File: src/bspa_pkg.sv
// Shared types and constants of the banked slot placement allocator.
// No dependencies; every other file but bspa_ram imports this package.
`default_nettype none

package bspa_pkg;

  localparam int NUM_BANKS_DEF    = 256;
  localparam int NUM_REGIONS_DEF  = 256;
  localparam int SLOT_GRANULE_DEF = 16;

  localparam logic [15:0] HEADER_LO   = 16'h0100;
  localparam logic [15:0] HEADER_END  = 16'h0150;
  localparam logic [15:0] BANKED_BASE = 16'h4000;
  localparam logic [14:0] SLOT_MAX    = 15'h7FFF;

  localparam logic [15:0] SECTION_BASE_RST  = 16'h0150;
  localparam logic [7:0]  SECTION_BANK_RST  = 8'd0;
  localparam logic        RETAIN_ENABLE_RST = 1'b1;

  localparam int ADDR_W = 4;

  typedef enum logic [1:0] {
    REG_SECTION_BASE  = 2'd0,
    REG_SECTION_BANK  = 2'd1,
    REG_RETAIN_ENABLE = 2'd2
  } reg_idx_t;

  typedef struct packed {
    logic [15:0] section_base;
    logic [7:0]  section_bank;
    logic        retain_enable;
  } cfg_t;

  typedef struct packed {
    logic        valid;
    logic [7:0]  bank;
    logic [15:0] addr;
    logic [14:0] slot;
  } tab_entry_t;

  typedef struct packed {
    logic clear;
    logic load;
    logic round1;
    logic round2;
    logic select;
    logic commit;
  } cmd_t;

  typedef struct packed {
    logic clear_last;
  } stat_t;

endpackage

`default_nettype wire

File: src/bspa_ctrl.sv
// Sequencer of the allocator: clearing pass, then one item at a time
// through rounding, selection and commit. Depends on bspa_pkg.
`default_nettype none

module bspa_ctrl import bspa_pkg::*; (
  input  wire logic  clk,
  input  wire logic  rst,
  input  wire logic  start,
  output logic       busy,
  output logic       done,
  output cmd_t       cmd,
  input  wire stat_t stat
);

  typedef enum logic [5:0] {
    ST_CLEAR  = 6'b000001,
    ST_IDLE   = 6'b000010,
    ST_ROUND1 = 6'b000100,
    ST_ROUND2 = 6'b001000,
    ST_SELECT = 6'b010000,
    ST_COMMIT = 6'b100000
  } state_t;

  state_t state, state_next;

  always_comb begin
    state_next = state;
    unique case (state)
      ST_CLEAR:  if (stat.clear_last) state_next = ST_IDLE;
      ST_IDLE:   if (start) state_next = ST_ROUND1;
      ST_ROUND1: state_next = ST_ROUND2;
      ST_ROUND2: state_next = ST_SELECT;
      ST_SELECT: state_next = ST_COMMIT;
      ST_COMMIT: state_next = ST_IDLE;
      default:   state_next = ST_CLEAR;
    endcase
  end

  always_ff @(posedge clk) begin
    if (rst) begin
      state <= ST_CLEAR;
      done  <= 1'b0;
    end else begin
      state <= state_next;
      done  <= cmd.commit;
    end
  end

  assign busy       = (state != ST_IDLE);
  assign cmd.clear  = (state == ST_CLEAR);
  assign cmd.load   = (state == ST_IDLE) && start;
  assign cmd.round1 = (state == ST_ROUND1);
  assign cmd.round2 = (state == ST_ROUND2);
  assign cmd.select = (state == ST_SELECT);
  assign cmd.commit = (state == ST_COMMIT);

endmodule

`default_nettype wire

File: config.mk
export PLATFORM = sky130hd
export DESIGN_NAME = bspa_ctrl
export DESIGN_NICKNAME = d
export VERILOG_FILES = /design/src/bspa_pkg.sv /design/src/bspa_ctrl.sv
export SDC_FILE = /design/constraint.sdc
export NUM_CORES = 1
export LEC_CHECK = 0
export ABC_AREA = 1
export BUFFER_PORTS_ARGS = -buffer_cell sky130_fd_sc_hd__buf_2
export CORE_AREA = 2 2 39 41
export CTS_CLUSTER_SIZE = 12
export DETAILED_ROUTE_END_ITERATION = 16
export DIE_AREA = 0 0 41 43
export GPL_TIMING_DRIVEN = 0
export PLACE_DENSITY_LB_ADDON = 0.08
export SLEW_MARGIN = 20
export SYNTH_ARGS = -nofsm -noshare
export SYNTH_HDL_FRONTEND = slang
export SYNTH_SLANG_ARGS = --single-unit
File: constraint.sdc
create_clock -name clk -period 1.3 [get_ports clk]
set_input_delay 0.39 -clock clk [delete_from_list [all_inputs] [get_ports clk]]
set_output_delay 0.39 -clock clk [all_outputs]
set_load 0.05 [all_outputs]
==> impl_metrics.ini <==
[power]
power_density_nw_per_um2 = 1000
power_leakage_nw = 0.322
ir_drop_v = 0.000681

[placed_design]
dpl.cell_count = 84
gp_congestion = 0.672
dp_hpwl_um = 623
io_buffers = 11
place_area_um2 = 494

[global_routing]
grt_use_met3_pct = 9.42
grt_overflow = 0
grt_use_met2_pct = 18.1
grt_pass1_vias = 349
grt_max_degree = 8
busiest_layer = met2
antenna_found_initial = 0
grt_pass1_wl_um = 1450
grt_use_total_pct = 13.3
use_met1_pct = 15.1

[timing]
min_period_ps = 1570
period_share_pct = 121
hold_viol_final = 0
rsz0062_at_grt = yes
tightestPinTransition_ps = 251
drv_slew = 0
setup_viol = 7
setup_tns_ps = -1760
fin_ws_ps = -270
worst_clock_skew_ps = 0.486
slew_headroom_pct = 83.4
fmax_ghz = 0.637
whs_ps = 368

[worst_setup_path]
start_kind = register
cpPeakStageDelay_ps = 330
slowest_stage = dfxtp_2
crit_chain = nor2_4 -> buf_6 -> nand3_4 -> nor2_4 -> buf_6
cp-end-kind = output port
path_class = register to output port
crit_fanout = 3
cp_data_arrival_time_ps = 1180
worstPathRequired_ps = 910

[route]
via_per_inst = 4.16
drt-total-wl_um = 986
firstDrtPassIters = 2
drt_iter0_drc = 2
routedWlPerCell_um = 9.96
drc = 0
ant_nets = 0
vias = 412

[clock_network]
cts_buffers = 3
clockBufferDepth = 2
cts.sinks = 7
root_buffer = clkbuf_4
ctsHoldBuffers = 0
tritoncts = yes
clk_pin_slew_ps = 50
insertion_delay_ps = 250
ctsHtreeMaxLevel = 1

[cells_and_area]
drive_gt1_share_pct = 69.9
nets = 88
final_cells = 99
final_area_um2 = 736
diodes = 0
fillers = 127
area_growth_pct = 98.6

[floorplanning]
rows = 14
io_pins = 12
coreArea_um2 = 1380
die-height_um = 43
start_util_pct = 26.8
die_area_um2 = 1760
die_w_um = 41

[synth]
synth-edff-count = 0
synth_flop_cell = dfxtp_1
ys_warn_count = 0
synth.most_common_cell = nor2_1
synthTopCellsByCount = nor2_1, inv_1, nand2_1
avgSynthCellArea_um2 = 6.50
async_flop_share_pct = 0
synth_seq_cells = 7
syn_inst = 57
synth_cell_types = 12
syn_nets = 61
ys_seq_area_share_pct = 37.8
synth_top_area_cell = dfxtp_1
synth_area_leaders = dfxtp_1, nor2_1, inv_1
synth_area_um2 = 370
yosysTopAreaCellShare_pct = 37.8

[run_status]
violations = setup timing
status = finished, violations left

[flow_run]
drv_cap = 0

[min_path]
hold_path_class = input port to register
stage by stage:
| step | power, mW | util (%) | setup WS [ps] |
|---|---|---|---|
| 3_3_place_gp | 0.445 | 35.7 | -148 |
| 5_1_grt | 0.787 | 53.2 | -329 |
| 3_5_place_dp | 0.445 | 35.7 | -149 |
| 2_1_floorplan | 0.410 | - | -137 |
| 6_report | 0.738 | 53.2 | -270 |
| 4_1_cts | 0.732 | 48.9 | -301 |
timing repair:
action,CTS,global route
setup buffers,7,4
setup endpoints to repair,7,7
pin swaps,10,5
gates resized for setup,30,10
metal layers:
metal,vias up,part of all wire [%],wire (um)
met1,178,39,384
met2,13,52,514
met3,2,7.0,69
met5,-,0,0
met4,0,1.8,18
li1,219,-,-
final timing paths:
kind | slack (ps) | cells after the start | from | endpoint
hold / removal | 370 | 3 | stat | state[1]$_SDFFE_PP0P_
hold reg to reg | 680 | 4 | state[5]$_SDFFE_PP0P_ | state[5]$_SDFFE_PP0P_
setup reg to reg | 80 | 9 | state[5]$_SDFFE_PP0P_ | state[0]$_SDFFE_PP1P_
setup / recovery | -270 | 5 | state[5]$_SDFFE_PP0P_ | cmd[4]
layout by cell type (no fill, tap or decap), types with 2 or more instances in the layout:
cell type   count
nand3_4         4
dfxtp_2         3
buf_2           5
inv_2           2
clkinvlp_4      5
buf_6           2
nor2_2          4
nand2_2         4
buf_8           5
buf_4          10
nand2_1         6
inv_4           2
nor2_4          6
dfxtp_4         3
inv_1           5
clkbuf_4        3
nor2_1          9
report_power, final:
| part | total (mW) | leakage [nW] | internal (mW) | switching (mW) |
|---|---|---|---|---|
| Clock | 0.205 | 0.0150 | 0.118 | 0.0876 |
| Sequential | 0.254 | 0.0599 | 0.229 | 0.0246 |
| Combinational | 0.279 | 0.247 | 0.115 | 0.164 |
| Total | 0.738 | 0.322 | 0.462 | 0.276 |
critical path, delay by kind of cell (launching register included):
kind	cells	cell delay [ps]
flip-flops	1	330
AND/OR/NAND/NOR	3	320
buffers and inverters	2	270
layout make-up:
type                            instances  area, um2  area share [%]
Clock buffer                            4       26.3            3.57
Inverter                               14       76.3            10.4
Multi-Input combinational cell         36        260            35.4
Sequential cell                         7        155            21.1
Tap cell                               16       20.0            2.72
Timing Repair Buffer                   22        198            26.9
kinds of logic (layout without fill, tap and decap cells):
group                  count (synthesis)  in the layout  synth area share (%)
DFF                                    7              7                  37.8
buffers and inverters                 14             40                  14.2
and+or+nand+nor                       36             36                  48.0
sequential cells by signal, summed over array words and instances, names as in the netlist:
name,flops
done,1
state,6
Power figures use the tool's default switching activity.
