`config.mk`:
```
export PLATFORM = sky130hd
export DESIGN_NAME = bspa_regs
export DESIGN_NICKNAME = d
export VERILOG_FILES = /design/src/bspa_pkg.sv /design/src/bspa_regs.sv
export SDC_FILE = /design/constraint.sdc
export NUM_CORES = 1
export LEC_CHECK = 0
export BUFFER_PORTS_ARGS = -buffer_cell sky130_fd_sc_hd__buf_2
export CAP_MARGIN = 5
export CORE_AREA = 4 4 64 66
export DETAILED_ROUTE_END_ITERATION = 8
export DIE_AREA = 0 0 68 70
export PLACE_DENSITY_LB_ADDON = 0.3
export SYNTH_ARGS = -nofsm -noshare
export SYNTH_HDL_FRONTEND = slang
export SYNTH_SLANG_ARGS = --single-unit
export TNS_END_PERCENT = 10
```
`constraint.sdc`:
```
create_clock -name clk -period 1.2 [get_ports clk]
set_input_delay 0.12 -clock clk [delete_from_list [all_inputs] [get_ports clk]]
set_output_delay 0.12 -clock clk [all_outputs]
set_load 0.02 [all_outputs]
```
`src/bspa_pkg.sv`:
```
// Shared types and constants of the banked slot placement allocator.
// No dependencies; every other file but bspa_ram imports this package.
`default_nettype none

package bspa_pkg;

  localparam int NUM_BANKS_DEF    = 256;
  localparam int NUM_REGIONS_DEF  = 256;
  localparam int SLOT_GRANULE_DEF = 16;

  localparam logic [15:0] HEADER_LO   = 16'h0100;
  localparam logic [15:0] HEADER_END  = 16'h0150;
  localparam logic [15:0] BANKED_BASE = 16'h4000;
  localparam logic [14:0] SLOT_MAX    = 15'h7FFF;

  localparam logic [15:0] SECTION_BASE_RST  = 16'h0150;
  localparam logic [7:0]  SECTION_BANK_RST  = 8'd0;
  localparam logic        RETAIN_ENABLE_RST = 1'b1;

  localparam int ADDR_W = 4;

  typedef enum logic [1:0] {
    REG_SECTION_BASE  = 2'd0,
    REG_SECTION_BANK  = 2'd1,
    REG_RETAIN_ENABLE = 2'd2
  } reg_idx_t;

  typedef struct packed {
    logic [15:0] section_base;
    logic [7:0]  section_bank;
    logic        retain_enable;
  } cfg_t;

  typedef struct packed {
    logic        valid;
    logic [7:0]  bank;
    logic [15:0] addr;
    logic [14:0] slot;
  } tab_entry_t;

  typedef struct packed {
    logic clear;
    logic load;
    logic round1;
    logic round2;
    logic select;
    logic commit;
  } cmd_t;

  typedef struct packed {
    logic clear_last;
  } stat_t;

endpackage

`default_nettype wire

```
`src/bspa_regs.sv`:
```
// APB-style configuration registers: section base, section bank, retention.
// Depends on bspa_pkg.
`default_nettype none

module bspa_regs import bspa_pkg::*; (
  input  wire logic              clk,
  input  wire logic              rst,
  input  wire logic              psel,
  input  wire logic              penable,
  input  wire logic              pwrite,
  input  wire logic [ADDR_W-1:0] paddr,
  input  wire logic [31:0]       pwdata,
  output logic      [31:0]       prdata,
  output logic                   pready,
  output cfg_t                   cfg
);

  logic     wr;
  reg_idx_t idx;

  assign pready = 1'b1;
  assign wr     = psel && penable && pwrite;
  assign idx    = reg_idx_t'(paddr[3:2]);

  always_ff @(posedge clk) begin
    if (rst) begin
      cfg.section_base  <= SECTION_BASE_RST;
      cfg.section_bank  <= SECTION_BANK_RST;
      cfg.retain_enable <= RETAIN_ENABLE_RST;
    end else if (wr) begin
      unique case (idx)
        REG_SECTION_BASE:  cfg.section_base  <= pwdata[15:0];
        REG_SECTION_BANK:  cfg.section_bank  <= pwdata[7:0];
        REG_RETAIN_ENABLE: cfg.retain_enable <= pwdata[0];
        default: ;
      endcase
    end
  end

  always_comb begin
    unique case (idx)
      REG_SECTION_BASE:  prdata = {16'd0, cfg.section_base};
      REG_SECTION_BANK:  prdata = {24'd0, cfg.section_bank};
      REG_RETAIN_ENABLE: prdata = {31'd0, cfg.retain_enable};
      default:           prdata = 32'd0;
    endcase
  end

endmodule

`default_nettype wire

```
==> summary.md <==
| Metric | Value |
|---|---|
| # diodes | 0 |
| Vias in the first global route | 1056 |
| Starting DRT DRC Count | 39 |
| Most frequent cells in the layout | buf_2 (60), nand2b_1 (36), mux2i_1 (33) |
| Most common cell after layout, fill and taps aside | buf_2 |
| Pwr dens | 816 nW/µm² |
| Metal3 WL | 264 µm |
| CTS max path bufs | 2 |
| Gr usage total | 13.0% |
| Cell Area, Synth | 1400 µm² |
| Site Rows | 22 |
| Vias post-DR | 1160 |
| Largest register FFs | 25 |
| CP peak stage delay | 350 ps |
| Die area | 4760 µm² |
| Final setup fails | 0 |
| Synth cell types | 16 |
| Status | finished, final reports clean |
| Flop pwr share | 56.4% |
| Final Wtd Congestion | approximately 0.70 |
| Setup WS post-layout | 28.9 ps |
| CP endpoint kind | output pin |
| Met2 WL | 1500 µm |
| Htree depth | 1 |
| Crit-path slowest cell | dfxtp_2 |
| Crit Path Category | reg2out |
| Clock Sinks | 25 |
| Die Y | 70 µm |
| Power Internal | 0.00109 W |
| Pre-CTS WS | 55.8 ps |
| Worst-Skew Late Latency | 320 ps |
| Clock power share | about a quarter |
| Combinational share of power | 18.2% |
| 1st-pass router iterations | 4 |
| Fin util | 51.5% |
| # Max-Cap Violations | 0 |
| Highest Signal Layer | met4 |
| Final Max Slew Viols | 0 |
| Post-synthesis cell count | 152 |
| Register cell area after layout | 520 µm² |
| Total Neg Setup Slack | 0 ps |
| Yosys warning total | 0 |
| Hold/Removal Path Class | in2reg |
| Final HPWL DP | about 2400 µm |
| Num CTS Buffers | 3 |
| Crit-path max FO | 2 |
| Largest Register | cfg |
| Sequential area share after synthesis | 35.7% |
| Antenna Nets Post-Route | 0 |
| Initial Utilization | 39.2% |
| #FFs+latches synth | 25 |
| Setup Skew | 0 ps |
| Number of remaining DRC errors | 0 |
| CTS tree | built |
| Sw Pwr | approximately 0.00042 W |
| Core area | 3580 µm² |
| CP Data Required Time | around 1100 ps |
| WL final | about 3100 µm |
| GR Overflow Total | 0 |
| M1 WL | ~1300 µm |
| Startpoint Class | register |
| Syn_area_per_cell | 9.24 µm² |
| Drt wl/cell | between 10 and 15 µm |
| Die width | 68 µm |
| # IOs | 99 |
| Share of cells above drive strength 1 | 43.7% |
| Final net count | 264 |
| Crit path cell chain | mux2i_1 -> o21ai_1 -> buf_4 |
| Filler Cell Count | about 360 |
| Max VDD drop | 377 µV |
| Tmin final | 1170 ps |
| Area grow syn2layout | 31.4% |
| Final Hold Viols | 0 |
| Largest net degree at the start of global routing | 45 |
| Fmax | 854 MHz |
| RSZ-0062 raised after global routing | yes |
| Clock slew at reported path FFs | 130 ps |
| Initial antenna violation count | 0 |
| R2r startpoint | cfg[1] |
| Period utilization | between 90 and 100% |
| CP bufs+invs | 1 |
| Area of the multi-input gates | 792 µm² |
| Number of port buffers | 63 |
| Sw Ratio | 27.9% |
| LEAKAGE | 0.911 nW |
| Crit path from | cfg[1] |
| Crit-path leading delay family | flip-flops |
| CP arrival | between 1000 and 1500 ps |
| Root buf cell | clkbuf_4 |
| Via density | 4.30 |
| Hold buffer count at CTS | 0 |
| Top flop regs | cfg (25) |
| Global-route wire length before repair | 4850 µm |
| Worst hold path startpoint | pwdata[12] |
## routing by layer
| metal | global-route usage (%) | up-vias |
|---|---|---|
| met5 | 0 | - |
| met4 | 4.64 | 0 |
| met3 | 2.57 | 5 |
| met2 | 21.4 | 44 |
| met1 | 16.5 | 514 |
| li1 | - | 597 |
## layout make-up
| cell class | instances | area share (%) |
|---|---|---|
| sequential | 25 | 28.2 |
| multi-input combinational | 117 | 42.9 |
| clock buffer | 4 | 1.42 |
| timing repair buffer | 76 | 24.2 |
| tap | 48 | 3.26 |
## synth_stat cells, drive strengths merged
| library cell | count | share of area, % |
|---|---|---|
| nand2b | 36 | 16 |
| mux2i | 33 | 24 |
| dfxtp | 25 | 36 |
| buf | 20 | 11 |
| nor2 | 16 | 4.3 |
| and2 | 8 | 3.6 |
| clkbuf | 5 | 1.3 |
| conb | 2 | 0.53 |
| nor3b | 2 | 1.1 |
| nand3 | 1 | 0.71 |
| nand3b | 1 | 0.53 |
| nor3 | 1 | 1.2 |
| o21ai | 1 | 0.36 |
| or3b | 1 | 0.62 |
## power by group through the flow
stage / Clock [W] / Sequential [W] / Combinational, W
after floorplan: 0 / 0.000879 / 0.000199
after global placement: 0 / 0.000867 / 0.000271
after detailed placement: 0 / 0.000867 / 0.000272
after CTS: 0.000398 / 0.000849 / 0.000276
after global routing: 0.000435 / 0.000852 / 0.000301
final: 0.000383 / 0.000849 / 0.000274
## path summary, 6_finish.rpt
path / end / slack [ps] / cells after the start
worst max-delay path: prdata[0] / 30 / 3
worst min-delay path: cfg[21] / 30 / 3
worst max register to register: cfg[1] / 500 / 3
worst min register to register: cfg[5] / 490 / 2
## kinds of logic (layout without fill, tap and decap cells)
logic type / count (synthesis) / count (layout) / synth area share, %
flip-flops: 25 / 25 / 35.7
AO/OA/AOI/OAI: 1 / 1 / 0.356
AND/OR/NAND/NOR: 66 / 66 / 28.0
other: 2 / 17 / 0.535
multiplexers: 33 / 33 / 23.5
buffers and inverters: 25 / 80 / 11.9
## per-stage QoR
step / instance area, µm² / std cells / power, W / hold WS [ps]
2_1_floorplan: 1460 / 167 / 0.00108 / 275
3_3_place_gp: 1780 / 264 / 0.00114 / 383
3_5_place_dp: 1780 / 264 / 0.00114 / 389
4_1_cts: 1820 / 270 / 0.00152 / 25.3
5_1_grt: 1840 / 270 / 0.00159 / 24.0
6_report: 1840 / 270 / 0.00151 / 31.3
## tightest hold or removal path, delay by kind of cell
kind | cells | cell delay, ps
mux | 1 | 60
simple gates | 1 | 50
buf+inv | 1 | 90
## what timing repair did
| action | in CTS | in global routing |
|---|---|---|
| pin swaps | 1 | 1 |
| gates resized for setup | 4 | 16 |
| endpoints found under the setup margin | 1 | 9 |
| buffers inserted | 2 | 0 |
Note: power is estimated with default switching activity, not from simulation.
